===== config.mk =====
export PLATFORM = sky130hd
export DESIGN_NAME = ppi_sequencer
export DESIGN_NICKNAME = d
export VERILOG_FILES = /design/src/hdl/ppi_pkg.sv /design/src/hdl/ppi_sequencer.sv
export SDC_FILE = /design/constraint.sdc
export NUM_CORES = 1
export LEC_CHECK = 0
export BUFFER_PORTS_ARGS = -buffer_cell sky130_fd_sc_hd__buf_2
export CORE_AREA = 5 5 42 44
export CTS_CLUSTER_SIZE = 25
export DETAILED_ROUTE_END_ITERATION = 10
export DIE_AREA = 0 0 47 49
export PLACE_DENSITY = 0.65
export REMOVE_ABC_BUFFERS = 1
export SYNTH_ARGS = -nofsm -noshare
export SYNTH_HDL_FRONTEND = slang
export SYNTH_SLANG_ARGS = --single-unit

===== constraint.sdc =====
create_clock -name clk -period 6.1 [get_ports clk]
set_clock_uncertainty 0.15 [all_clocks]
set_input_delay 0.915 -clock clk [delete_from_list [all_inputs] [get_ports clk]]
set_output_delay 0.915 -clock clk [all_outputs]
set_load 0.005 [all_outputs]

===== src/hdl/ppi_pkg.sv =====
package ppi_pkg;

	// sizing
	localparam int CORDIC_STEPS = 24;
	localparam int POSE_BITS    = 48;
	localparam int ITER_W       = $clog2(CORDIC_STEPS);
	localparam int CW           = 34;
	localparam int PC_W         = 5;
	localparam int D_W          = 34;
	localparam int SUM_W        = ((POSE_BITS > D_W) ? POSE_BITS : D_W) + 1;
	localparam int DIVA_W       = 20;

	// heading constants, degrees Q16
	localparam logic signed [24:0] HALF_TURN_Q16 = 25'sd11796480;

	// CORDIC constants, Q4.30
	localparam logic signed [CW-1:0] CORDIC_GAIN_Q30 = CW'(652032874);
	localparam logic signed [CW-1:0] ONE_Q30         = CW'(1073741824);

	// reciprocals of 45: off / 45 = (off * M) >> 31, exact below 2^25
	localparam logic [25:0] DIV45_LONG_M  = 26'd47721859;
	localparam int          DIV45_LONG_SH = 31;
	// short form, exact below 2^14: (u * M) >> 20
	localparam logic [14:0] DIV45_SHORT_M = 15'd23302;
	localparam logic signed [15:0] WRAP_BIAS = 16'sd4140;

	// binary angle offsets (full and half angle)
	localparam logic [31:0] BA_BIAS_FULL = 32'h8000_0000;
	localparam logic [31:0] BA_BIAS_HALF = 32'hC000_0000;

	// rounding constant for Q30 products back to Q16
	localparam logic signed [63:0] RND_Q30 = 64'sd536870912;

	// arctangent table, binary angle units
	localparam logic [31:0][31:0] ATAN_BA = {
		32'h00000000, 32'h00000001, 32'h00000001, 32'h00000003,
		32'h00000005, 32'h0000000A, 32'h00000014, 32'h00000029,
		32'h00000051, 32'h000000A3, 32'h00000146, 32'h0000028C,
		32'h00000518, 32'h00000A30, 32'h0000145F, 32'h000028BE,
		32'h0000517D, 32'h0000A2FA, 32'h000145F3, 32'h00028BE6,
		32'h000517CC, 32'h000A2F98, 32'h00145F2F, 32'h0028BE53,
		32'h00517C55, 32'h00A2F61E, 32'h0145D7E1, 32'h028B0D43,
		32'h051111D4, 32'h09FB385B, 32'h12E4051E, 32'h20000000
	};

	// fractional part of the angle conversion for a remainder mod 45
	typedef logic [44:0][12:0] frac_tbl_t;

	function automatic frac_tbl_t build_frac_tbl(input int unsigned scale);
		frac_tbl_t t;
		for (int r = 0; r < 45; r++) begin
			t[r] = 13'((r * scale + 45) / 90);
		end
		return t;
	endfunction

	localparam frac_tbl_t FRAC_FULL = build_frac_tbl(16384);
	localparam frac_tbl_t FRAC_HALF = build_frac_tbl(8192);

	// datapath operations
	typedef enum logic [3:0] {
		OP_NOP,
		OP_ACCEPT,
		OP_DIVMUL,
		OP_BA_FULL,
		OP_BA_HALF,
		OP_CINIT,
		OP_CITER,
		OP_SAVE_SC,
		OP_MUL_DXC,
		OP_LD_DYS,
		OP_SUB_DXS,
		OP_POSX_DYC,
		OP_ADD_ACC,
		OP_POSY,
		OP_YAW,
		OP_EMIT
	} op_t;

	// jump conditions
	typedef enum logic [2:0] {
		COND_NEVER,
		COND_ALWAYS,
		COND_NO_INPUT,
		COND_OUT_BUSY,
		COND_NOT_LAST
	} cond_t;

	typedef struct packed {
		op_t              op;
		cond_t            cond;
		logic [PC_W-1:0]  target;
	} ctrl_word_t;

	typedef struct packed {
		logic in_valid;
		logic out_busy;
		logic cordic_last;
	} status_t;

	typedef struct packed {
		logic init;
		logic step;
	} cordic_cmd_t;

endpackage


===== src/hdl/ppi_sequencer.sv =====
module ppi_sequencer import ppi_pkg::*; (
	input  logic       clk,
	input  logic       arst_n,
	input  status_t    status,
	output ctrl_word_t ctrl
);

	// program addresses used as jump targets
	localparam logic [PC_W-1:0] ADDR_WAIT    = PC_W'(0);
	localparam logic [PC_W-1:0] ADDR_ITER1   = PC_W'(4);
	localparam logic [PC_W-1:0] ADDR_ITER2   = PC_W'(16);
	localparam logic [PC_W-1:0] ADDR_OUTWAIT = PC_W'(17);

	logic [PC_W-1:0] pc_q;
	logic [PC_W-1:0] pc_d;
	logic            take_jump;

	// control store
	always_comb begin
		unique case (pc_q)
			PC_W'(0):  ctrl = '{OP_ACCEPT,   COND_NO_INPUT, ADDR_WAIT};
			PC_W'(1):  ctrl = '{OP_DIVMUL,   COND_NEVER,    ADDR_WAIT};
			PC_W'(2):  ctrl = '{OP_BA_FULL,  COND_NEVER,    ADDR_WAIT};
			PC_W'(3):  ctrl = '{OP_CINIT,    COND_NEVER,    ADDR_WAIT};
			PC_W'(4):  ctrl = '{OP_CITER,    COND_NOT_LAST, ADDR_ITER1};
			PC_W'(5):  ctrl = '{OP_SAVE_SC,  COND_NEVER,    ADDR_WAIT};
			PC_W'(6):  ctrl = '{OP_MUL_DXC,  COND_NEVER,    ADDR_WAIT};
			PC_W'(7):  ctrl = '{OP_LD_DYS,   COND_NEVER,    ADDR_WAIT};
			PC_W'(8):  ctrl = '{OP_SUB_DXS,  COND_NEVER,    ADDR_WAIT};
			PC_W'(9):  ctrl = '{OP_POSX_DYC, COND_NEVER,    ADDR_WAIT};
			PC_W'(10): ctrl = '{OP_ADD_ACC,  COND_NEVER,    ADDR_WAIT};
			PC_W'(11): ctrl = '{OP_POSY,     COND_NEVER,    ADDR_WAIT};
			PC_W'(12): ctrl = '{OP_YAW,      COND_NEVER,    ADDR_WAIT};
			PC_W'(13): ctrl = '{OP_DIVMUL,   COND_NEVER,    ADDR_WAIT};
			PC_W'(14): ctrl = '{OP_BA_HALF,  COND_NEVER,    ADDR_WAIT};
			PC_W'(15): ctrl = '{OP_CINIT,    COND_NEVER,    ADDR_WAIT};
			PC_W'(16): ctrl = '{OP_CITER,    COND_NOT_LAST, ADDR_ITER2};
			PC_W'(17): ctrl = '{OP_NOP,      COND_OUT_BUSY, ADDR_OUTWAIT};
			PC_W'(18): ctrl = '{OP_EMIT,     COND_ALWAYS,   ADDR_WAIT};
			default:   ctrl = '{OP_NOP,      COND_ALWAYS,   ADDR_WAIT};
		endcase
	end

	// jump condition
	always_comb begin
		unique case (ctrl.cond)
			COND_NEVER:    take_jump = 1'b0;
			COND_ALWAYS:   take_jump = 1'b1;
			COND_NO_INPUT: take_jump = !status.in_valid;
			COND_OUT_BUSY: take_jump = status.out_busy;
			COND_NOT_LAST: take_jump = !status.cordic_last;
			default:       take_jump = 1'b1;
		endcase
	end

	assign pc_d = take_jump ? ctrl.target : PC_W'(pc_q + 1'b1);

	// step counter
	always_ff @(posedge clk or negedge arst_n) begin
		if (!arst_n) begin
			pc_q <= ADDR_WAIT;
		end else begin
			pc_q <= pc_d;
		end
	end

endmodule


=== Word level (Yosys, flattened, before mapping) ===
Memory sizes are Yosys's and may differ from the RTL's.
Index checks and enable logic that the tools add are counted.

* Register bits after elaboration: 5
* ROM bits: 320
* Bits of input ports: 5
* Output and inout port bits: 12
* Logic and storage cells: 11
* Memories kept: 1

{| class="wikitable"
|+ Memories
! memory !! depth !! width !! rd ports !! clocked after memory_dff !! wr ports !! RTL line !! text
|-
| (no name shown) || 32 || 10 || 1 || 0 || 0 || ppi_sequencer.sv:20 || <nowiki>unique case (pc_q)</nowiki>
|}

* Add/sub/neg operators: 1
* Equal/unequal tests: 3
* Muxes and demuxes: 2
* Reduce and logical (&&, ||, !) cells: 3

{| class="wikitable"
|+ Operator list
! cell !! number
|-
| equality test 3 x 2 -> 1 bit, second input constant || 2
|-
| adder 5 x 1 -> 5 bit, second input constant || 1
|-
| 2-to-1 mux 5 bit || 1
|-
| one-hot mux 1 bit (4 select lines) || 1
|-
| equality test 3 bit, second input constant || 1
|-
| zero test 3 bit || 1
|-
| zero test 1 bit || 2
|}

=== Logic depth before layout (Yosys ltp) ===
An unclocked memory read counts as a cell.

* Depth in word-level cells: 4
* Depth in mapped cells: 6
* Mapped depth without buffers: 6

=== Worst setup path after synthesis ===
Ideal clock, no wire load.

* Path type: register -> output
* Start: register pc_q[1]
* End: output port ctrl[8] (netlist bit)
* Arrival time: 1.290 ns
* Data required time: 5.035 ns
* Slack: 3.745 ns
* Cell stages (with the launch flop): 7
* Path buffers: 0
* Path through: dfrtp_1 > inv_1 > ha_1 > nor2b_1 > a211oi_1 > a21oi_1 > o21ai_0

{| class="wikitable"
|+ RTL lines
! what !! RTL line !! text
|-
| from (decl) || ppi_sequencer.sv:14 || <nowiki>logic [PC_W-1:0] pc_q;</nowiki>
|-
| from (signal assigned) || ppi_sequencer.sv:63 || <nowiki>pc_q <= pc_d;</nowiki>
|-
| to (decl) || ppi_sequencer.sv:5 || <nowiki>output ctrl_word_t ctrl</nowiki>
|}

==> qor.csv <==
metric;value;unit
run status;finished, final reports clean;
Setup crit end;ctrl[8];
CTS buffer count;3;
filler cell count;151;
H-tree depth;1;
initial antenna violation count;0;
die area;2300;um2
antenna viol nets, final;0;
port bufs;14;
crit end category;output pin;
Worst Path Required;5.03;ns
worst-margin pin slew;0.734;ns
CTS sink count;5;
GRT Total Usage;0.105;
cells after synthesis;67;
Worst-path clk slew;0.04;ns
clk root buf;clkbuf_4;
Initial DRT Pass Iterations;4;
R2R cell count;5;
number of global-route vias before repair;407;
Final GP Congestion;0.765;
pre-CTS setup slack;3.51;ns
row count;14;
P&R area growth vs syn;15.4;%
LEAKAGE;0.315;nW
fmax;354;MHz
FF+latch area;125;um2
Starting Density;0.382;
top flop regs;pc_q x5;
largest net degree at the start of global routing;19;
Cell variety after synth;26;
number of flip-flops in the largest register;5;
#FFs+latches synth;5;
routed vias/inst;5.19;
Yosys top cell area share;0.234;
fraction of layout cells with a size suffix above 1;0.250;
# setup viols final;0;
crit path from;pc_q[1];
RSZ-0062 raised after global routing;false;
ys async rst share;1.00;
CTS hold repair buffers;0;
power density cells;508;nW/um2
Die Y;49;um
flop2flop setup slack;3.67;ns
via count;498;
TNS Setup;0;ns
DRC Markers;0;
crit path launch type;flop;
peak supply drop;273;uV
top cells by area, synth;dfrtp_1 23%, ha_1 9.3%, o21ai_0 8.4%;
leading area contributor after synthesis;dfrtp_1;
min Tclk post-route;2.82;ns
Routed Wire Length;1.10;mm
Die W;47;um
core area;1400;um2
type of the most critical hold path;input pin to asynchronous set/reset pin;
Cell Area, Synth;536;um2
footprint of the multi-input gates;358;um2
dpl hpwl;839;um
Mean Syn Cell Area;7.99;um2
Synth Flop Type;dfrtp_1;
first-pass GRT wire length;1.74;mm
max-cap viol count;0;
initial DRC count;12;
CP Data Arrival Time;1.76;ns
Final Hold Vio Count;0;
Avg WL per Cell;11.4;um
CTS tree;yes;
critical path fanouts, max;8;
postcts setup bufs;0;
grt total ovfl;0;
setup ws final;3.28;ns
yosys synthesis warning count;0;
Top reg by flops;pc_q;
Skew-Pair Late Insertion Delay;0.24;ns
Final nets;90;
synth cell count leaders;9 x o21ai_0, 5 x dfrtp_1, 5 x inv_1;
PostCTS Resize Cnt;0;
Post-synth EDFFs;0;
Reg-to-Reg End;pc_q[2];
R2R Path Start;pc_q[1];
most common cell in the synthesized netlist;o21ai_0;
Seq/Total Area, Yosys;0.234;
max_slew headroom;0.511;
Final period util;0.463;
Max Slew Vio Count;0;
num ports;17;
kind of critical path;flop to output pin;
clock buffer depth;2;
Antenna Cells;0;
cells by family (layout without fill, tap and decap cells):
group,Yosys count,count (layout),share of synthesized area
flip-flops,5,5,0.234
adder cells (fa/ha/maj),4,4,0.0935
buffers and inverters,11,23,0.105
AO/OA/AOI/OAI,16,16,0.175
XOR/XNOR,4,4,0.0654
AND/OR/NAND/NOR,21,21,0.222
multiplexers,5,5,0.0981
other,1,2,0.00700
layer usage:
layer  track usage  up-vias  routed length [um]
met2         0.145       12                 517
met1         0.136      229                 494
met5             0        -                   0
li1              -      253                   -
met4        0.0829        0                  31
met3        0.0221        4                  53
power breakdown:
group | switching, mW | leakage (nW) | internal [mW]
combinational | 0.0931 | 0.237 | 0.0998
sequential | 0.0364 | 0.0632 | 0.0473
clock | 0.0125 | 0.0150 | 0.0247
total | 0.142 | 0.315 | 0.172
per-stage QoR:
stage	cell area (um2)	utilization	hold slack (ns)	power (mW)	instances
floorplan	502	-	0.354	0.213	62
global placement	592	0.422	0.412	0.277	92
detailed placement	592	0.422	0.406	0.278	92
CTS	618	0.441	0.321	0.318	96
global route	618	0.441	0.308	0.348	96
finish	618	0.441	0.326	0.314	96
layout make-up:
class,count,share of cell area
Sequential cell,5,0.202
Multi-Input combinational cell,52,0.579
Timing Repair Buffer,14,0.113
Tap cell,16,0.0324
Inverter,5,0.0304
Clock buffer,4,0.0425
cell usage in the layout (no fill, tap or decap), types with 3 or more instances in the layout:
cell	Yosys	routed
buf_2	0	14
o21ai_0	9	9
inv_1	5	5
dfrtp_1	5	5
nand3_1	4	4
and2_1	4	4
ha_1	4	4
xnor2_1	3	3
nand2_1	3	3
mux2i_1	3	3
a21oi_1	3	3
nor2b_1	3	3
clkbuf_4	0	3
worst max-delay path, cell delays in order (launching register included):
cell	delay, ns
dfrtp_1	0.47
inv_1	0.11
ha_1	0.25
nor2b_1	0.14
a211oi_1	0.21
a21oi_1	0.06
o21ai_0	0.14
buf_2	0.13
worst min path at each step:
stage,from,to,slack [ns],depth (start not counted)
2_1_floorplan,pc_q[0],pc_q[0],0.35,1
3_3_place_gp,pc_q[0],pc_q[0],0.41,1
3_5_place_dp,pc_q[0],pc_q[0],0.41,1
4_1_cts,arst_n,pc_q[0],0.32,1
5_1_grt,arst_n,pc_q[0],0.31,1
6_report,arst_n,pc_q[0],0.33,1
No activity file was read; power rests on OpenSTA's default activity.
