## src/hdl/ppi_pkg.sv

```systemverilog
package ppi_pkg;

	// sizing
	localparam int CORDIC_STEPS = 24;
	localparam int POSE_BITS    = 48;
	localparam int ITER_W       = $clog2(CORDIC_STEPS);
	localparam int CW           = 34;
	localparam int PC_W         = 5;
	localparam int D_W          = 34;
	localparam int SUM_W        = ((POSE_BITS > D_W) ? POSE_BITS : D_W) + 1;
	localparam int DIVA_W       = 20;

	// heading constants, degrees Q16
	localparam logic signed [24:0] HALF_TURN_Q16 = 25'sd11796480;

	// CORDIC constants, Q4.30
	localparam logic signed [CW-1:0] CORDIC_GAIN_Q30 = CW'(652032874);
	localparam logic signed [CW-1:0] ONE_Q30         = CW'(1073741824);

	// reciprocals of 45: off / 45 = (off * M) >> 31, exact below 2^25
	localparam logic [25:0] DIV45_LONG_M  = 26'd47721859;
	localparam int          DIV45_LONG_SH = 31;
	// short form, exact below 2^14: (u * M) >> 20
	localparam logic [14:0] DIV45_SHORT_M = 15'd23302;
	localparam logic signed [15:0] WRAP_BIAS = 16'sd4140;

	// binary angle offsets (full and half angle)
	localparam logic [31:0] BA_BIAS_FULL = 32'h8000_0000;
	localparam logic [31:0] BA_BIAS_HALF = 32'hC000_0000;

	// rounding constant for Q30 products back to Q16
	localparam logic signed [63:0] RND_Q30 = 64'sd536870912;

	// arctangent table, binary angle units
	localparam logic [31:0][31:0] ATAN_BA = {
		32'h00000000, 32'h00000001, 32'h00000001, 32'h00000003,
		32'h00000005, 32'h0000000A, 32'h00000014, 32'h00000029,
		32'h00000051, 32'h000000A3, 32'h00000146, 32'h0000028C,
		32'h00000518, 32'h00000A30, 32'h0000145F, 32'h000028BE,
		32'h0000517D, 32'h0000A2FA, 32'h000145F3, 32'h00028BE6,
		32'h000517CC, 32'h000A2F98, 32'h00145F2F, 32'h0028BE53,
		32'h00517C55, 32'h00A2F61E, 32'h0145D7E1, 32'h028B0D43,
		32'h051111D4, 32'h09FB385B, 32'h12E4051E, 32'h20000000
	};

	// fractional part of the angle conversion for a remainder mod 45
	typedef logic [44:0][12:0] frac_tbl_t;

	function automatic frac_tbl_t build_frac_tbl(input int unsigned scale);
		frac_tbl_t t;
		for (int r = 0; r < 45; r++) begin
			t[r] = 13'((r * scale + 45) / 90);
		end
		return t;
	endfunction

	localparam frac_tbl_t FRAC_FULL = build_frac_tbl(16384);
	localparam frac_tbl_t FRAC_HALF = build_frac_tbl(8192);

	// datapath operations
	typedef enum logic [3:0] {
		OP_NOP,
		OP_ACCEPT,
		OP_DIVMUL,
		OP_BA_FULL,
		OP_BA_HALF,
		OP_CINIT,
		OP_CITER,
		OP_SAVE_SC,
		OP_MUL_DXC,
		OP_LD_DYS,
		OP_SUB_DXS,
		OP_POSX_DYC,
		OP_ADD_ACC,
		OP_POSY,
		OP_YAW,
		OP_EMIT
	} op_t;

	// jump conditions
	typedef enum logic [2:0] {
		COND_NEVER,
		COND_ALWAYS,
		COND_NO_INPUT,
		COND_OUT_BUSY,
		COND_NOT_LAST
	} cond_t;

	typedef struct packed {
		op_t              op;
		cond_t            cond;
		logic [PC_W-1:0]  target;
	} ctrl_word_t;

	typedef struct packed {
		logic in_valid;
		logic out_busy;
		logic cordic_last;
	} status_t;

	typedef struct packed {
		logic init;
		logic step;
	} cordic_cmd_t;

endpackage

```

## src/hdl/ppi_cordic.sv

```systemverilog
module ppi_cordic import ppi_pkg::*; (
	input  logic               clk,
	input  logic               arst_n,
	input  cordic_cmd_t        cmd,
	input  logic [31:0]        ba,
	output logic signed [31:0] sin_q30,
	output logic signed [31:0] cos_q30,
	output logic               last
);

	logic signed [CW-1:0] x_q, y_q, z_q;
	logic [ITER_W-1:0]    iter_q;
	logic signed [CW-1:0] x_sh, y_sh, atan_v;
	logic                 fold;
	logic [31:0]          ba_fold;

	function automatic logic signed [31:0] clamp_q30(input logic signed [CW-1:0] v);
		logic signed [CW-1:0] c;
		c = v;
		if (v > ONE_Q30) begin
			c = ONE_Q30;
		end else if (v < -ONE_Q30) begin
			c = -ONE_Q30;
		end
		return 32'(c);
	endfunction

	// quadrant fold: second and third quadrant rotate by half a turn
	assign fold    = (ba[31:30] == 2'b01) || (ba[31:30] == 2'b10);
	assign ba_fold = fold ? {~ba[31], ba[30:0]} : ba;

	// shifted terms for the current iteration
	assign x_sh   = x_q >>> iter_q;
	assign y_sh   = y_q >>> iter_q;
	assign atan_v = signed'(CW'(ATAN_BA[5'(iter_q)]));
	assign last   = (iter_q == ITER_W'(CORDIC_STEPS - 1));

	// rotation registers
	always_ff @(posedge clk) begin
		if (cmd.init) begin
			x_q <= fold ? -CORDIC_GAIN_Q30 : CORDIC_GAIN_Q30;
			y_q <= '0;
			z_q <= CW'(signed'(ba_fold));
		end else if (cmd.step) begin
			if (!z_q[CW-1]) begin
				x_q <= x_q - y_sh;
				y_q <= y_q + x_sh;
				z_q <= z_q - atan_v;
			end else begin
				x_q <= x_q + y_sh;
				y_q <= y_q - x_sh;
				z_q <= z_q + atan_v;
			end
		end
	end

	// iteration counter
	always_ff @(posedge clk or negedge arst_n) begin
		if (!arst_n) begin
			iter_q <= '0;
		end else if (cmd.init) begin
			iter_q <= '0;
		end else if (cmd.step) begin
			iter_q <= ITER_W'(iter_q + 1'b1);
		end
	end

	assign sin_q30 = clamp_q30(y_q);
	assign cos_q30 = clamp_q30(x_q);

endmodule

```

## config.mk

```make
export PLATFORM = sky130hd
export DESIGN_NAME = ppi_cordic
export DESIGN_NICKNAME = d
export VERILOG_FILES = /design/src/hdl/ppi_pkg.sv /design/src/hdl/ppi_cordic.sv
export SDC_FILE = /design/constraint.sdc
export NUM_CORES = 1
export LEC_CHECK = 0
export BUFFER_PORTS_ARGS = -buffer_cell sky130_fd_sc_hd__buf_2
export CORE_ASPECT_RATIO = 0.8
export CORE_UTILIZATION = 55
export CTS_CLUSTER_DIAMETER = 80
export DETAILED_ROUTE_END_ITERATION = 8
export PLACE_DENSITY = 0.73
export SETUP_SLACK_MARGIN = 0.2
export SYNTH_ARGS = -nofsm -noshare
export SYNTH_HDL_FRONTEND = slang
export SYNTH_SLANG_ARGS = --single-unit
```

## constraint.sdc

```tcl
create_clock -name clk -period 9.1 [get_ports clk]
set_input_delay 0.91 -clock clk [delete_from_list [all_inputs] [get_ports clk]]
set_output_delay 0.91 -clock clk [all_outputs]
set_load 0.1 [all_outputs]
```

After elaboration in Yosys (flattened, before gate mapping). Memories as Yosys holds them, arrays and structs flattened. Cells that the tools add are included.

Input port bits: 36. Bits in registers: 107. Bits in read-only memories: 1024. Output and inout bits: 65. Memories kept: 1. Word-level logic and storage cells: 41.

Add/subtract/negate cells: 7. Shifts and indexed selects: 2. Reduce and logical (&&, ||, !) cells: 2. Bitwise logic cells: 1. Multiplexer cells: 16. Eq/ne operators: 3. Magnitude comparators: 5.

Memory list: (name not given) (words 32, bits a word 32, rd ports 1, clocked after Yosys merged registers in 0, write ports 0, RTL line ppi_cordic.sv:35) `assign atan_v = signed'(CW'(ATAN_BA[5'(iter_q)]));`.

Operators by type and width (number): $mux 34 (8); $mux 32 (6); $add 34x34->34 (2); $gt 34x32->1 const B (2); $lt 34x31->1 const B (2); $sshr 34x5->34 (2); $sub 34x34->34 (2); $add 34x33->34 (1); $sub 34x33->34 (1); $mux 5 (2); $lt 5x6->1 const B (1); $add 5x1->5 const B (1); $eq 5x5->1 const B (1); $eq 2x1->1 const B (1); $eq 2x2->1 const B (1); $reduce_bool 2->1 (1); $logic_or 1x1->1 (1); $not 1->1 (1).

Longest topological paths before layout.
Word-level depth: 6. Gate-level depth with buffers: 29. Mapped depth without buffers: 23.

Worst setup path before layout. Ideal clock, no wire load.

Kind: register to register. From: reg iter_q[0]. To: reg z_q[32], data pin. Slack: 3.503 ns. Buffers on the path: 6. Stages on the path, launching flop included: 30. Data required time: 8.840 ns. Arrival time: 5.337 ns. Clock period less this slack: 5.597 ns. Setup time: 0.260 ns. Cells stage by stage: dfrtp_1 buf_6 buf_8 buf_12 inv_4 buf_6 buf_2 ha_1 clkbuf_1 nand2_1 a21boi_0 nand2_1 a31oi_1 nand3_1 nor4_1 nand2_1 nand2b_1 xnor2_1 ha_1 a21o_1 a211o_1 nor3b_1 o31ai_1 nand4_1 o31ai_1 o21a_1 a21oi_1 a21oi_1 xor2_1 mux2_2.

Word-level cells in the longest chain between the ends: 6. Elaborated cells on any way between the ends: 7. Those cells by class: 2 x add/sub; 4 x mux; 1 x memory.

Ends and longest elaborated chain: start: declaration (RTL line ppi_cordic.sv:12) `logic [ITER_W-1:0] iter_q;`; start signal: assignment (RTL line ppi_cordic.sv:64) `iter_q <= ITER_W'(iter_q + 1'b1);`; $mem_v2 32x32 (*); $mux 32 (not written as such) (*) (RTL line ppi_cordic.sv:35); $sub 34x33->34 or $add 34x33->34 (tied branches) (RTL line ppi_cordic.sv:48, ppi_cordic.sv:52); $mux 34 (*) (RTL line ppi_cordic.sv:45) `if (!z_q[CW-1]) begin`; $mux 34 (*) (RTL line ppi_cordic.sv:44) `end else if (cmd.step) begin`; $mux 34 (*) (RTL line ppi_cordic.sv:40) `if (cmd.init) begin`; end signal: assignment (RTL line ppi_cordic.sv:43) `z_q <= CW'(signed'(ba_fold));`; end signal: assignment (RTL line ppi_cordic.sv:48) `z_q <= z_q - atan_v;`; end signal: assignment (RTL line ppi_cordic.sv:52) `z_q <= z_q + atan_v;`; end: declaration (RTL line ppi_cordic.sv:11) `logic signed [CW-1:0] x_q, y_q, z_q;`.

Every way passes the cells marked *; elsewhere a longest branch is shown, timed or not. The select of a mux whose other input is x is not followed. A chain may end at the register's enable or synchronous reset.

Worst setup path in the final report.
From: reg iter_q[3]. To: reg x_q[33], data pin.

Word-level cells in the longest chain between the ends: 5. Elaborated cells on any way between the ends: 6. Those cells by class: 2 x add/sub; 1 x shift; 3 x mux.

Ends and longest elaborated chain: $sshr 34x5->34 (*) (RTL line ppi_cordic.sv:34) `assign y_sh = y_q >>> iter_q;`; $sub 34x34->34 or $add 34x34->34 (tied branches) (RTL line ppi_cordic.sv:46, ppi_cordic.sv:50); $mux 34 (*) (RTL line ppi_cordic.sv:45); $mux 34 (*) (RTL line ppi_cordic.sv:44); $mux 34 (*) (RTL line ppi_cordic.sv:40); end signal: assignment (RTL line ppi_cordic.sv:41) `x_q <= fold ? -CORDIC_GAIN_Q30 : CORDIC_GAIN_Q30;`; end signal: assignment (RTL line ppi_cordic.sv:46) `x_q <= x_q - y_sh;`; end signal: assignment (RTL line ppi_cordic.sv:50) `x_q <= x_q + y_sh;`; end: declaration (RTL line ppi_cordic.sv:11).

Marked as above.

==> run summary <==
ROUTE
-------------------------------------------------------------------------------------------
DRC viols                                                                                 0
Via count                                                                             16800
Number of optimization iterations in the first detailed-route pass                        8
Post-detailed-route count of antenna-violating nets                                       0
WL/cell                                                                             23.2 um
Number of design-rule violations left by the first detailed-router iteration           1773
Vias per Instance                                                                      6.75
Wirelength, routed                                                                 57800 um

FINAL LAYOUT
-------------------------------------------------------------------------------------------
Count of filler cells inserted in the layout                                           2841
Area growth from synthesis to layout                                                  4.70%
Fraction of final layout cells sized beyond drive strength 1                          15.6%
Antenna cells                                                                             0
Net count, final                                                                       2228

CTS
-------------------------------------------------------------------------------------------
Total number of clock tree sinks                                                        107
H-tree depth reported by CTS                                                              3
Clock transition at path regs                                                       0.09 ns
Clock tree from TritonCTS                                                               yes
CTS max path bufs                                                                         2
Post-CTS resize count                                                                     0
Setup Fix Bufs, Post-CTS                                                                  0
Root Driver                                                                    sky130_fd_sc_hd__clkbuf_16
Number of hold-repair buffers added at the cts stage                                      0
Number of clock buffers inserted by TritonCTS                                             9
Clock latency on the worst-skew pair                                                0.40 ns

SYNTHESIS
-------------------------------------------------------------------------------------------
Syn Inst Count                                                                         2078
Cell type with the highest aggregate area in the netlist                       sky130_fd_sc_hd__mux4_2
Post-Syn Nets                                                                          2230
Top cell type's share of synthesized area                                             12.2%
Number of flops mapped to enable cells by yosys                                          68
Cells taking the most area after synthesis                                     sky130_fd_sc_hd__mux4_2 (12%), sky130_fd_sc_hd__edfxtp_1 (12%), sky130_fd_sc_hd__ha_1 (8.1%)
Most common cell in the netlist                                                sky130_fd_sc_hd__nand2_1
#FFs+latches synth                                                                      107
Cell area after synthesis                                                        17400 um^2
Yosys warnings                                                                            0
Leading cell types by count after synthesis                                    sky130_fd_sc_hd__nand2_1 (194), sky130_fd_sc_hd__nor2_1 (186), sky130_fd_sc_hd__a21oi_1 (169), sky130_fd_sc_hd__o21ai_0 (130), sky130_fd_sc_hd__ha_1 (113)
Mapped Avg Cell Area                                                              8.36 um^2
Portion of the post-synthesis area used by sequential elements                        16.4%
Primary flip-flop cell chosen by synthesis mapping                             sky130_fd_sc_hd__edfxtp_1
Share of synthesized flip-flops with an asynchronous set or reset                     4.67%
Library cells used by synthesis                                                         103

TIMING
-------------------------------------------------------------------------------------------
RSZ-0062 raised after global routing                                                     no
Final-layout setup total negative slack                                                0 ns
Final Cycle Share                                                                     79.6%
Final setup vio count                                                                     0
Worst slew pin tran                                                                 1.12 ns
Layout Skew                                                                       0.0221 ns
Worst-case headroom to the max-slew limit                                             24.6%
Final Hold Violating Endpoints                                                            0
Final number of max-transition violations                                                 0
Min Tclk post-route                                                                 7.24 ns
Achievable clock frequency                                                          138 MHz

WORST SETUP PATH
-------------------------------------------------------------------------------------------
Class of the most critical setup path                                            reg -> reg
Startpoint of the lowest-slack register-to-register path                       iter_q[3]$_DFFE_PN0P_
Slack of the worst reg-to-reg path                                                  1.86 ns
Required @ worst endpoint                                                           9.22 ns
Number of cells traversed by the worst register-to-register path                         21
Worst Path Max Fanout                                                                    64
Startpoint Class                                                                   register
Critical path capture point type                                                   register
Endpoint of the worst-slack reg-to-reg timing path                             x_q[33]$_DFFE_PP_
Data arrival time of the critical path                                              7.36 ns

DIE
-------------------------------------------------------------------------------------------
Floorplan row count                                                                      57
Number of top-level design ports                                                        101
Vertical die dimension                                                               161 um
Die Area                                                                         32300 um^2
Core region area                                                                 30700 um^2
Width of the die                                                                     201 um
Starting utilization of the core area                                                 56.5%

GRT
-------------------------------------------------------------------------------------------
Overall overflow remaining after global route                                             0
Total routing usage reported by global routing                                        35.2%
Number of global-route vias before repair                                             15400
First-pass GRT wire length                                                         89100 um
Maximum number of pins on one net before global-route repair                             73
Number of antenna violations at the first check in global routing                         0

RUN
-------------------------------------------------------------------------------------------
Number of max-capacitance violations reported                                             0

WORST HOLD PATH
-------------------------------------------------------------------------------------------
Worst hold-check path type                                                      in -> async

PLACE
-------------------------------------------------------------------------------------------
Final weighted congestion of routability-driven global placement                       1.02
Number of buffers added on ports                                                        100
Dpl hpwl                                                                           42500 um

RUN STATUS
-------------------------------------------------------------------------------------------
Status                                                                         finished, final reports clean

-- worst max path at each step --
| stage | start | end | slack (ns) | depth (start not counted) |
|---|---|---|---|---|
| finish | iter_q[3]$_DFFE_PN0P_ | x_q[33]$_DFFE_PP_ | 1.86 | 21 |
| global route | iter_q[3]$_DFFE_PN0P_ | x_q[33]$_DFFE_PP_ | 1.41 | 22 |
| CTS | iter_q[1]$_DFFE_PN0P_ | z_q[32]$_DFFE_PP_ | 1.99 | 24 |
| detailed placement | iter_q[1]$_DFFE_PN0P_ | z_q[32]$_DFFE_PP_ | 2.02 | 24 |
| global placement | iter_q[1]$_DFFE_PN0P_ | z_q[32]$_DFFE_PP_ | 2.15 | 24 |
| floorplan | iter_q[0]$_DFFE_PN0P_ | z_q[32]$_DFFE_PP_ | 3.50 | 29 |
-- kinds of logic (layout without fill, tap and decap cells) --
logic type	after synthesis	in the layout	synth area share [%]
flops	107	107	16.4
fa+ha+maj	116	116	8.49
mux	202	202	18.8
simple gates	696	696	20.1
compound gates	595	595	22.2
buf+inv	191	194	5.46
xor+xnor	171	171	8.63
-- flip-flops by register name, summed over array words and instances (netlist names) --
name    flops
x_q        34
iter_q      5
z_q        34
y_q        34
-- metrics by stage --
step	setup slack (ns)	instance area, um^2	std cells	utilization [%]	hold WS (ns)
6_report	1.86	18200	2494	59.1	0.330
5_1_grt	1.41	18200	2494	59.1	0.333
4_1_cts	1.99	18200	2494	59.1	0.313
3_5_place_dp	2.02	17900	2478	58.2	0.595
3_3_place_gp	2.15	17900	2478	58.2	0.570
2_1_floorplan	3.50	17400	2078	-	0.478
-- cells in the final DEF (no fill, tap or decap), types with 10 or more instances in the layout --
master	count
sky130_fd_sc_hd__nand2_1	194
sky130_fd_sc_hd__nor2_1	186
sky130_fd_sc_hd__a21oi_1	169
sky130_fd_sc_hd__o21ai_0	130
sky130_fd_sc_hd__ha_1	113
sky130_fd_sc_hd__buf_2	99
sky130_fd_sc_hd__xnor2_1	98
sky130_fd_sc_hd__mux4_2	94
sky130_fd_sc_hd__nor2b_1	85
sky130_fd_sc_hd__xor2_1	73
sky130_fd_sc_hd__mux2i_1	70
sky130_fd_sc_hd__edfxtp_1	68
sky130_fd_sc_hd__a21o_1	51
sky130_fd_sc_hd__inv_1	48
sky130_fd_sc_hd__nand3_1	41
sky130_fd_sc_hd__o21a_1	38
sky130_fd_sc_hd__dfxtp_1	34
sky130_fd_sc_hd__nor3_1	32
sky130_fd_sc_hd__mux2_2	32
sky130_fd_sc_hd__a31oi_1	29
sky130_fd_sc_hd__buf_4	27
sky130_fd_sc_hd__nand2b_1	25
sky130_fd_sc_hd__nor4_1	24
sky130_fd_sc_hd__and2_1	19
sky130_fd_sc_hd__a211oi_1	18
sky130_fd_sc_hd__nand4_1	16
sky130_fd_sc_hd__o211ai_1	15
sky130_fd_sc_hd__o21bai_1	14
sky130_fd_sc_hd__o22ai_1	10
sky130_fd_sc_hd__o31ai_1	10
sky130_fd_sc_hd__clkbuf_16	10
-- layout make-up --
class	instances	area (um^2)	share of cell area [%]
clock buffer	12	268	1.47
clock inverter	4	31.3	0.172
inverter	51	194	1.07
multi-input combinational	1780	13600	74.7
sequential	107	2860	15.8
tap	413	517	2.84
timing repair buffer	127	718	3.95
-- per-layer routing --
layer / up-vias / part of all wire (%) / global-route usage, %
li1: 7758 / - / -
met1: 8031 / 44 / 50.9
met2: 921 / 43 / 52.8
met3: 116 / 10 / 7.08
met4: 0 / 2.5 / 10.3
met5: - / 0 / 0
-- worst max-delay path, cell delays in order, from the launching register on --
cell and delay (ns):
sky130_fd_sc_hd__dfrtp_4 0.90, sky130_fd_sc_hd__inv_1 0.65, sky130_fd_sc_hd__mux2i_1 0.27, sky130_fd_sc_hd__nand2_1 0.10
sky130_fd_sc_hd__o21ai_0 0.15, sky130_fd_sc_hd__a21oi_1 0.65, sky130_fd_sc_hd__inv_1 0.15, sky130_fd_sc_hd__ha_1 0.31
sky130_fd_sc_hd__nor2_1 0.04, sky130_fd_sc_hd__a21oi_1 0.41, sky130_fd_sc_hd__ha_1 0.33, sky130_fd_sc_hd__a21o_1 0.15
sky130_fd_sc_hd__a21oi_1 0.26, sky130_fd_sc_hd__o21ai_0 0.19, sky130_fd_sc_hd__a311oi_1 0.74, sky130_fd_sc_hd__nor4b_1 0.16
sky130_fd_sc_hd__or3_1 0.48, sky130_fd_sc_hd__a311o_1 0.35, sky130_fd_sc_hd__a21boi_0 0.24, sky130_fd_sc_hd__o21ai_0 0.16
sky130_fd_sc_hd__xnor2_1 0.16, sky130_fd_sc_hd__o21ai_1 0.07
Power is left out: the tool's default activity adds up to more than one toggle a clock period on the data nets, which glitch-free logic cannot reach.
