<file path="src/hdl/ppi_pkg.sv">
package ppi_pkg;

	// sizing
	localparam int CORDIC_STEPS = 24;
	localparam int POSE_BITS    = 48;
	localparam int ITER_W       = $clog2(CORDIC_STEPS);
	localparam int CW           = 34;
	localparam int PC_W         = 5;
	localparam int D_W          = 34;
	localparam int SUM_W        = ((POSE_BITS > D_W) ? POSE_BITS : D_W) + 1;
	localparam int DIVA_W       = 20;

	// heading constants, degrees Q16
	localparam logic signed [24:0] HALF_TURN_Q16 = 25'sd11796480;

	// CORDIC constants, Q4.30
	localparam logic signed [CW-1:0] CORDIC_GAIN_Q30 = CW'(652032874);
	localparam logic signed [CW-1:0] ONE_Q30         = CW'(1073741824);

	// reciprocals of 45: off / 45 = (off * M) >> 31, exact below 2^25
	localparam logic [25:0] DIV45_LONG_M  = 26'd47721859;
	localparam int          DIV45_LONG_SH = 31;
	// short form, exact below 2^14: (u * M) >> 20
	localparam logic [14:0] DIV45_SHORT_M = 15'd23302;
	localparam logic signed [15:0] WRAP_BIAS = 16'sd4140;

	// binary angle offsets (full and half angle)
	localparam logic [31:0] BA_BIAS_FULL = 32'h8000_0000;
	localparam logic [31:0] BA_BIAS_HALF = 32'hC000_0000;

	// rounding constant for Q30 products back to Q16
	localparam logic signed [63:0] RND_Q30 = 64'sd536870912;

	// arctangent table, binary angle units
	localparam logic [31:0][31:0] ATAN_BA = {
		32'h00000000, 32'h00000001, 32'h00000001, 32'h00000003,
		32'h00000005, 32'h0000000A, 32'h00000014, 32'h00000029,
		32'h00000051, 32'h000000A3, 32'h00000146, 32'h0000028C,
		32'h00000518, 32'h00000A30, 32'h0000145F, 32'h000028BE,
		32'h0000517D, 32'h0000A2FA, 32'h000145F3, 32'h00028BE6,
		32'h000517CC, 32'h000A2F98, 32'h00145F2F, 32'h0028BE53,
		32'h00517C55, 32'h00A2F61E, 32'h0145D7E1, 32'h028B0D43,
		32'h051111D4, 32'h09FB385B, 32'h12E4051E, 32'h20000000
	};

	// fractional part of the angle conversion for a remainder mod 45
	typedef logic [44:0][12:0] frac_tbl_t;

	function automatic frac_tbl_t build_frac_tbl(input int unsigned scale);
		frac_tbl_t t;
		for (int r = 0; r < 45; r++) begin
			t[r] = 13'((r * scale + 45) / 90);
		end
		return t;
	endfunction

	localparam frac_tbl_t FRAC_FULL = build_frac_tbl(16384);
	localparam frac_tbl_t FRAC_HALF = build_frac_tbl(8192);

	// datapath operations
	typedef enum logic [3:0] {
		OP_NOP,
		OP_ACCEPT,
		OP_DIVMUL,
		OP_BA_FULL,
		OP_BA_HALF,
		OP_CINIT,
		OP_CITER,
		OP_SAVE_SC,
		OP_MUL_DXC,
		OP_LD_DYS,
		OP_SUB_DXS,
		OP_POSX_DYC,
		OP_ADD_ACC,
		OP_POSY,
		OP_YAW,
		OP_EMIT
	} op_t;

	// jump conditions
	typedef enum logic [2:0] {
		COND_NEVER,
		COND_ALWAYS,
		COND_NO_INPUT,
		COND_OUT_BUSY,
		COND_NOT_LAST
	} cond_t;

	typedef struct packed {
		op_t              op;
		cond_t            cond;
		logic [PC_W-1:0]  target;
	} ctrl_word_t;

	typedef struct packed {
		logic in_valid;
		logic out_busy;
		logic cordic_last;
	} status_t;

	typedef struct packed {
		logic init;
		logic step;
	} cordic_cmd_t;

endpackage

</file>
<file path="src/hdl/ppi_datapath.sv">
module ppi_datapath import ppi_pkg::*; (
	input  logic                        clk,
	input  logic                        arst_n,
	input  ctrl_word_t                  ctrl,
	input  logic                        in_valid,
	input  logic signed [31:0]          delta_x,
	input  logic signed [31:0]          delta_y,
	input  logic signed [31:0]          delta_heading,
	input  logic signed [31:0]          sin_q30,
	input  logic signed [31:0]          cos_q30,
	input  logic                        out_ready,
	output logic [31:0]                 ba,
	output logic                        out_valid,
	output logic                        out_busy,
	output logic signed [POSE_BITS-1:0] pose_x,
	output logic signed [POSE_BITS-1:0] pose_y,
	output logic signed [24:0]          heading,
	output logic signed [31:0]          quat_z,
	output logic signed [31:0]          quat_w
);

	localparam logic signed [SUM_W-1:0] S_MAX =
		SUM_W'(signed'({1'b0, {(POSE_BITS-1){1'b1}}}));
	localparam logic signed [SUM_W-1:0] S_MIN =
		SUM_W'(signed'({1'b1, {(POSE_BITS-1){1'b0}}}));

	// latched increment
	logic signed [31:0] dx_q, dy_q, dh_q;
	// pose state
	logic signed [POSE_BITS-1:0] posx_q, posy_q;
	logic signed [24:0]          yaw_q;
	// working registers
	logic signed [31:0] sin_q, cos_q;
	logic signed [63:0] prod_q, acc_q;
	logic [24:0]        off_q;
	logic [31:0]        ba_q;
	logic               out_valid_q;
	logic signed [POSE_BITS-1:0] pose_x_q, pose_y_q;
	logic signed [24:0]          heading_q;
	logic signed [31:0]          quat_z_q, quat_w_q;

	// combinational terms
	logic signed [31:0] mul_a, mul_b;
	logic [24:0]        off_d;
	logic [DIVA_W-1:0]  div_a;
	logic [24:0]        div_a45;
	logic [5:0]         div_r;
	logic [31:0]        ba_full, ba_half;
	logic signed [D_W-1:0] acc_d;
	logic signed [33:0] wrap_t;
	logic signed [15:0] wrap_hi;
	logic [13:0]        wrap_u;
	logic [28:0]        wrap_p;
	logic [7:0]         wrap_qt;
	logic [13:0]        wrap_q45;
	logic [5:0]         wrap_r;
	logic signed [24:0] yaw_d;

	function automatic logic signed [POSE_BITS-1:0] sat_add(
		input logic signed [POSE_BITS-1:0] p,
		input logic signed [D_W-1:0]       d
	);
		logic signed [SUM_W-1:0] s;
		s = SUM_W'(p) + SUM_W'(d);
		if (s > S_MAX) begin
			s = S_MAX;
		end else if (s < S_MIN) begin
			s = S_MIN;
		end
		return POSE_BITS'(s);
	endfunction

	// heading offset into [0, full turn)
	assign off_d = unsigned'(yaw_q) + unsigned'(HALF_TURN_Q16);

	// multiplier operand select
	always_comb begin
		unique case (ctrl.op)
			OP_DIVMUL: begin
				mul_a = signed'({7'b0, off_d});
				mul_b = signed'({6'b0, DIV45_LONG_M});
			end
			OP_MUL_DXC: begin
				mul_a = dx_q;
				mul_b = cos_q;
			end
			OP_LD_DYS: begin
				mul_a = dy_q;
				mul_b = sin_q;
			end
			OP_SUB_DXS: begin
				mul_a = dx_q;
				mul_b = sin_q;
			end
			OP_POSX_DYC: begin
				mul_a = dy_q;
				mul_b = cos_q;
			end
			default: begin
				mul_a = '0;
				mul_b = '0;
			end
		endcase
	end

	// binary angle: 8192 or 4096 per multiple of 45, table for the remainder
	assign div_a   = prod_q[DIV45_LONG_SH +: DIVA_W];
	assign div_a45 = 25'(div_a) * 25'd45;
	assign div_r   = 6'(off_q - div_a45);
	assign ba_full = 32'({div_a, 13'b0}) + 32'(FRAC_FULL[div_r]) + BA_BIAS_FULL;
	assign ba_half = 32'({div_a, 12'b0}) + 32'(FRAC_HALF[div_r]) + BA_BIAS_HALF;

	// rounded rotated increment, Q16
	assign acc_d = signed'(acc_q[63:30]);

	// heading wrap: full turn is 45 * 2^19, so only the upper bits need mod 45
	assign wrap_t   = 34'(yaw_q) + 34'(dh_q) + 34'(HALF_TURN_Q16);
	assign wrap_hi  = 16'(signed'(wrap_t[33:19]));
	assign wrap_u   = 14'(wrap_hi + WRAP_BIAS);
	assign wrap_p   = 29'(wrap_u) * 29'(DIV45_SHORT_M);
	assign wrap_qt  = wrap_p[27:20];
	assign wrap_q45 = 14'(wrap_qt) * 14'd45;
	assign wrap_r   = 6'(wrap_u - wrap_q45);
	assign yaw_d    = signed'(25'({wrap_r, wrap_t[18:0]}) - unsigned'(HALF_TURN_Q16));

	// working and output payload registers
	always_ff @(posedge clk) begin
		prod_q <= 64'(mul_a) * 64'(mul_b);
		case (ctrl.op)
			OP_ACCEPT: begin
				if (in_valid) begin
					dx_q <= delta_x;
					dy_q <= delta_y;
					dh_q <= delta_heading;
				end
			end
			OP_DIVMUL:   off_q <= off_d;
			OP_BA_FULL:  ba_q  <= ba_full;
			OP_BA_HALF:  ba_q  <= ba_half;
			OP_SAVE_SC: begin
				sin_q <= sin_q30;
				cos_q <= cos_q30;
			end
			OP_LD_DYS:   acc_q <= prod_q + RND_Q30;
			OP_SUB_DXS:  acc_q <= acc_q - prod_q;
			OP_POSX_DYC: acc_q <= prod_q + RND_Q30;
			OP_ADD_ACC:  acc_q <= acc_q + prod_q;
			OP_EMIT: begin
				pose_x_q  <= posx_q;
				pose_y_q  <= posy_q;
				heading_q <= yaw_q;
				quat_z_q  <= sin_q30;
				quat_w_q  <= cos_q30;
			end
			default: ;
		endcase
	end

	// pose state and result valid
	always_ff @(posedge clk or negedge arst_n) begin
		if (!arst_n) begin
			posx_q      <= '0;
			posy_q      <= '0;
			yaw_q       <= '0;
			out_valid_q <= 1'b0;
		end else begin
			if (ctrl.op == OP_POSX_DYC) begin
				posx_q <= sat_add(posx_q, acc_d);
			end
			if (ctrl.op == OP_POSY) begin
				posy_q <= sat_add(posy_q, acc_d);
			end
			if (ctrl.op == OP_YAW) begin
				yaw_q <= yaw_d;
			end
			if (ctrl.op == OP_EMIT) begin
				out_valid_q <= 1'b1;
			end else if (out_ready) begin
				out_valid_q <= 1'b0;
			end
		end
	end

	assign ba        = ba_q;
	assign out_valid = out_valid_q;
	assign out_busy  = out_valid_q && !out_ready;
	assign pose_x    = pose_x_q;
	assign pose_y    = pose_y_q;
	assign heading   = heading_q;
	assign quat_z    = quat_z_q;
	assign quat_w    = quat_w_q;

endmodule

</file>
<file path="config.mk">
export PLATFORM = sky130hd
export DESIGN_NAME = ppi_datapath
export DESIGN_NICKNAME = d
export VERILOG_FILES = /design/src/hdl/ppi_pkg.sv /design/src/hdl/ppi_datapath.sv
export SDC_FILE = /design/constraint.sdc
export NUM_CORES = 2
export LEC_CHECK = 0
export BUFFER_PORTS_ARGS = -buffer_cell sky130_fd_sc_hd__buf_2
export CAP_MARGIN = 0
export CORE_AREA = 8 8 360 362
export DETAILED_ROUTE_END_ITERATION = 16
export DIE_AREA = 0 0 368 370
export GPL_TIMING_DRIVEN = 0
export PLACE_DENSITY = 0.89
export SLEW_MARGIN = 10
export SYNTH_ARGS = -nofsm -noshare
export SYNTH_HDL_FRONTEND = slang
export SYNTH_SLANG_ARGS = --single-unit
</file>
<file path="constraint.sdc">
create_clock -name clk -period 14.9 [get_ports clk]
set_input_delay 0.745 -clock clk [delete_from_list [all_inputs] [get_ports clk]]
set_output_delay 0.745 -clock clk [all_outputs]
set_load 0.01 [all_outputs]
</file>
# Word-level counts from Yosys, hierarchy flattened
# Memory sizes are Yosys's and may differ from the RTL's.
# Cells that the tools add are included.
# totals
wordCells	80
memories	2
input_bits	176
romBits	1664
regBits	633
# memory_table
memory	depth	width	read_ports	rd_clocked_by_memory_dff	write_ports	line_no	text
(no name shown)	64	13	1	0	0	ppi_datapath.sv:111	assign ba_half = 32'({div_a, 12'b0}) + 32'(FRAC_HALF[div_r]) + BA_BIAS_HALF;
(no name shown)	64	13	1	0	0	ppi_datapath.sv:110	assign ba_full = 32'({div_a, 13'b0}) + 32'(FRAC_FULL[div_r]) + BA_BIAS_FULL;
# op_classes
n_lt_le_gt_ge	5
mux	12
n_eq_ne	13
n_addsub	16
multipliers	4
reduce_logical	10
# op_table
operator	count
$mux 48	4
$pmux 32 s3	2
$pmux 64 s3	1
$add 48x34->49	2
$gt 49x48->1 const B	2
$lt 49x48->1 const B	2
$add 32x13->32	2
$add 32x32->32 const B	2
$add 64x31->64 const B	1
$add 64x64->64	1
$mul 32x32->64	1
$pmux 32 s2	1
$sub 64x64->64	1
$add 25x32->33	1
$add 33x25->33 const B	1
$eq 4x4->1 const B	8
$mul 14x14->27 const B	1
$mux 13	2
$add 25x24->25 const B	1
$sub 25x24->25 const B	1
$mul 20x6->6 const B	1
$add 14x14->14 const B	1
$sub 6x6->6	2
$eq 4x2->1 const B	2
11 further kinds	17

# Depth between registers and ports, before layout
# depth
depth_word	7
depth_mapped	48
mapped_depth_nobuf	48

# Worst setup path before layout
# OpenSTA, ideal clock, no wires.
# synth_path
path_kind	register to register
start	register yaw_q[1]
end	register yaw_q[24]
setup_ps	137
t_arrival_ps	10505
required_ps	14763
stages_incl_launch_ff	45
setup_slack_ps	4258
cell_sequence	dfrtp_1 -> ha_1 -> ha_1 -> fa_1 -> a211oi_1 -> o21ai_1 -> a21oi_1 -> o31ai_1 -> a31o_2 -> a21oi_1 -> o21ai_0 -> xnor2_1 -> o21a_1 -> or2_2 -> nand2_1 -> xnor2_1 -> ha_1 -> fa_1 -> (+9 left out) -> a21oi_1 -> o21a_1 -> o21a_1 -> o41a_1 -> a21oi_1 -> xnor2_1 -> ha_1 -> ha_1 -> fa_1 -> ha_1 -> xnor2_1 -> xnor2_1 -> xnor2_1 -> xnor3_1 -> xor2_1 -> xnor2_1 -> xnor2_1 -> o21ai_0
# synth_via
elab_chain_cells	7
# synth_rtl
item	line_no	text
from (decl)	ppi_datapath.sv:31	logic signed [24:0] yaw_q;
from (signal assigned)	ppi_datapath.sv:174	yaw_q <= yaw_d;
$add 25x32->33 *	ppi_datapath.sv:117	assign wrap_t = 34'(yaw_q) + 34'(dh_q) + 34'(HALF_TURN_Q16);
$add 33x25->33 *	ppi_datapath.sv:117	
$add 14x14->14	ppi_datapath.sv:119	assign wrap_u = 14'(wrap_hi + WRAP_BIAS);
$mul 14x14->27	ppi_datapath.sv:120	assign wrap_p = 29'(wrap_u) * 29'(DIV45_SHORT_M);
$mul 8x6->6	ppi_datapath.sv:122	assign wrap_q45 = 14'(wrap_qt) * 14'd45;
$sub 6x6->6	ppi_datapath.sv:123	assign wrap_r = 6'(wrap_u - wrap_q45);
$sub 25x24->25 *	ppi_datapath.sv:124	assign yaw_d = signed'(25'({wrap_r, wrap_t[18:0]}) - unsigned'(HALF_TURN_Q16));
# Mark *: on every way between the ends. The rest lies on a longest branch, timed or not.
# A chain may end at the register's enable or synchronous reset.

# Final worst setup path
# layout_path
start	input ctrl[8] in the netlist's numbering
end	register prod_q[63]
# layout_via
elab_chain_cells	4
# layout_rtl
item	line_no	text
from (decl)	ppi_datapath.sv:4	input ctrl_word_t ctrl,
$eq 4x4->1	ppi_datapath.sv:78	unique case (ctrl.op)
$reduce_or 2->1 (no source line)	n/a	
$pmux 32 s3	ppi_datapath.sv:78	
$mul 32x32->64 *	ppi_datapath.sv:128	prod_q <= 64'(mul_a) * 64'(mul_b);
to (signal assigned)	ppi_datapath.sv:128	
to (decl)	ppi_datapath.sv:34	logic signed [63:0] prod_q, acc_q;
# Marked as above.

==> qor.yml <==
syn_inst: 7714
crit_type: "in2reg"
stdcell_area_mm2: 0.08087
max_slew_margin_pct: 3.019
slew_viol_final: 0
r2r_cells: 44
min-delay-path-class: "in2reg"
rsz0062_at_grt: "no"
finalSetupViolCount: 0
synthArstFlopShare_pct: 19.27
place_area_mm2: 0.07851
root_buffer: "clkbuf_16"
start_util_pct: 59.40
clk_pin_slew_worst_paths_ns: 0.06
area_growth_syn_to_layout_pct: 9.557
drtIter0Drc: 6559
met1_usage_pct: 42.22
syn_area_mm2: 0.07381
ys_top_cells_by_count: "1297 x inv_1, 1130 x fa_1, 1102 x nand2_1"
path_max_fanout: 10
synth_edf_count: 447
crit_path_max_incr_delay_ns: 1.10
cts_sinks: 633
rr_startpoint: "yaw_q[1]"
synth_area_leader_cell: "fa_1"
n_fill_cell: 9588
run_status: "finished, final reports clean"
arrival_ns: 14.18
yosysWarnings: 0
r2r_end: "yaw_q[24]"
slowest_stage: "o21ai_1"
dieArea_mm2: 0.1362
grt_util_all_layers_pct: 37.03
ys.flop_type: "edfxtp_1"
synth_area_leaders: "fa_1 31%, edfxtp_1 18%, ha_1 9.1%, inv_1 6.6%, nand2_1 5.6%"
cp-start-kind: "input pin"
busiest_layer: "met2"
core_area_mm2: 0.1243
seq_area_frac_synth_pct: 24.06
hpwlAfterDp_um: 207400
drt_pass1_iterations: 8
required_ns: 15.44
cts_tree: "yes"
syn_area_per_cell_um2: 9.569
hold_end: "dy_q[31]"
vias: 60358
die_x_um: 368
fmax_mhz: 73.36
numCtsBuffers: 68
period_minus_slack_ns: 13.63
clk_latency_ns: 0.71
use_met3_pct: 11.91
ys_ff_latch: 633
routedWlPerCell_um: 25.69
grt_pass1_wl_um: 378200
use_met2_pct: 58.25
end_kind: "register"
fp-row-count: 130
finClkSkew_ns: 0.03701
antenna_found_initial: 17
ys_types: 90
reg2reg_slack_ns: 1.72
holdWs_ns: 0.2313
port_buffers: 383
fin_nets: 10053
hold_viol: 0
post-synth-top-count-cell: "inv_1"
cts_setup_buffers: 0
min_path_cells: 1
setup_tns_ns: 0
crit_top_cell: "fa_1"
syn_nets: 9558
via_per_inst: 6.077
drive_gt1_share_pct: 7.477
grt_pass1_vias: 62423
tightest_slew_ns: 1.455
drc: 0
place_congestion: 1.107
wirelength_um: 255200
hp-start: "delta_y[31]"
netlist.area_leader.share_pct: 30.65
gr-total-overflow: 0
htree_levels: 3
io_pins: 395
antenna_left: 0
maxCapViolations: 0
min_period_over_period_pct: 91.49
fp.dieH_um: 370
grt_max_degree: 82
cts.path.max_buffers: 3
cell type report:
class / instances / area, µm² / area share, %
Antenna cell: 17 / 42.54 / 0.05261
Buffer: 345 / 1306 / 1.615
Clock buffer: 91 / 1881 / 2.325
Clock inverter: 35 / 402.9 / 0.4982
Inverter: 1299 / 4876 / 6.030
Multi-Input combinational cell: 5437 / 50030 / 61.87
Sequential cell: 633 / 17760 / 21.96
Tap cell: 1650 / 2064 / 2.553
Timing Repair Buffer: 425 / 2506 / 3.099
logic make-up after synthesis:
family	count (synthesis)	share of synthesized area [%]
xor gates and xnor gates	407	4.858
AOI/OAI and AO/OA	1236	10.34
adders and majority gates	1668	39.77
buffers and inverters	1644	8.369
muxes	44	0.6357
DFF	633	24.06
and+or+nand+nor	2082	11.97
timing repair:
item                      CTS  global route
gates resized for setup     0             0
hold endpoints to repair   16             0
hold buffers                1             0
layout by cell type (no fill, tap or decap), types with 25 or more instances in the layout:
| cell | count |
|---|---|
| inv_1 | 1296 |
| a21o_1 | 162 |
| and3_1 | 36 |
| mux2i_1 | 30 |
| o21ai_1 | 46 |
| nor2b_1 | 38 |
| o21ai_0 | 304 |
| nand4_1 | 43 |
| a31oi_1 | 30 |
| a21oi_1 | 363 |
| dfxtp_1 | 64 |
| nor3_1 | 49 |
| dfrtp_1 | 122 |
| a211oi_1 | 34 |
| o21a_1 | 46 |
| o31ai_1 | 25 |
| nand2_1 | 1102 |
| nand2b_1 | 46 |
| buf_2 | 384 |
| clkbuf_1 | 338 |
| edfxtp_1 | 447 |
| o21bai_1 | 48 |
| xnor2_1 | 261 |
| ha_1 | 538 |
| nor2_1 | 575 |
| nand3_1 | 70 |
| clkbuf_16 | 70 |
| and2_1 | 34 |
| fa_1 | 1130 |
| xor2_1 | 144 |
through the flow:
stage	std cells	setup slack (ns)	util [%]
after global placement	9747	0.9555	62.60
after detailed placement	9786	0.9732	63.17
after global routing	9920	0.9669	65.05
final	9932	1.268	65.07
after floorplan	7714	4.258	-
after CTS	9913	1.685	65.02
how the worst max path moves through the flow:
stage,slack [ns],from,cells past startpoint,end
global route,0.97,ctrl[8],35,prod_q[63]
global placement,0.96,ctrl[8],35,prod_q[63]
detailed placement,0.97,ctrl[8],35,prod_q[63]
finish,1.27,ctrl[8],35,prod_q[63]
CTS,1.69,ctrl[8],35,prod_q[63]
floorplan,4.26,yaw_q[1],44,yaw_q[24]
worst max-delay path, delay by kind of cell:
family	cells	cell delay, ns
adder cells (fa/ha/maj)	9	4.32
AO/OA/AOI/OAI	14	4.46
XOR/XNOR	1	0.27
multiplexers	1	0.33
buffers and inverters	9	3.81
AND/OR/NAND/NOR	1	0.18
layer usage:
metal | wire length [µm] | share of wire (%)
met1 | 86670 | 34
met2 | 112700 | 44
met3 | 30850 | 12
met4 | 24850 | 9.7
met5 | 130 | 0.051
sequential cells by signal, indices dropped and copies added, names as in the netlist:
name and flops:
acc_q 64, ba 32, cos_q 32, dh_q 32, dx_q 32, dy_q 32
heading 25, off_q 6, out_valid 1, pose_x 48, pose_y 48, posx_q 48
posy_q 48, prod_q 64, quat_w 32, quat_z 32, sin_q 32, yaw_q 25
Power is not shown: default switching activity piles up to over one toggle a cycle in this logic, so the estimate is an artifact.
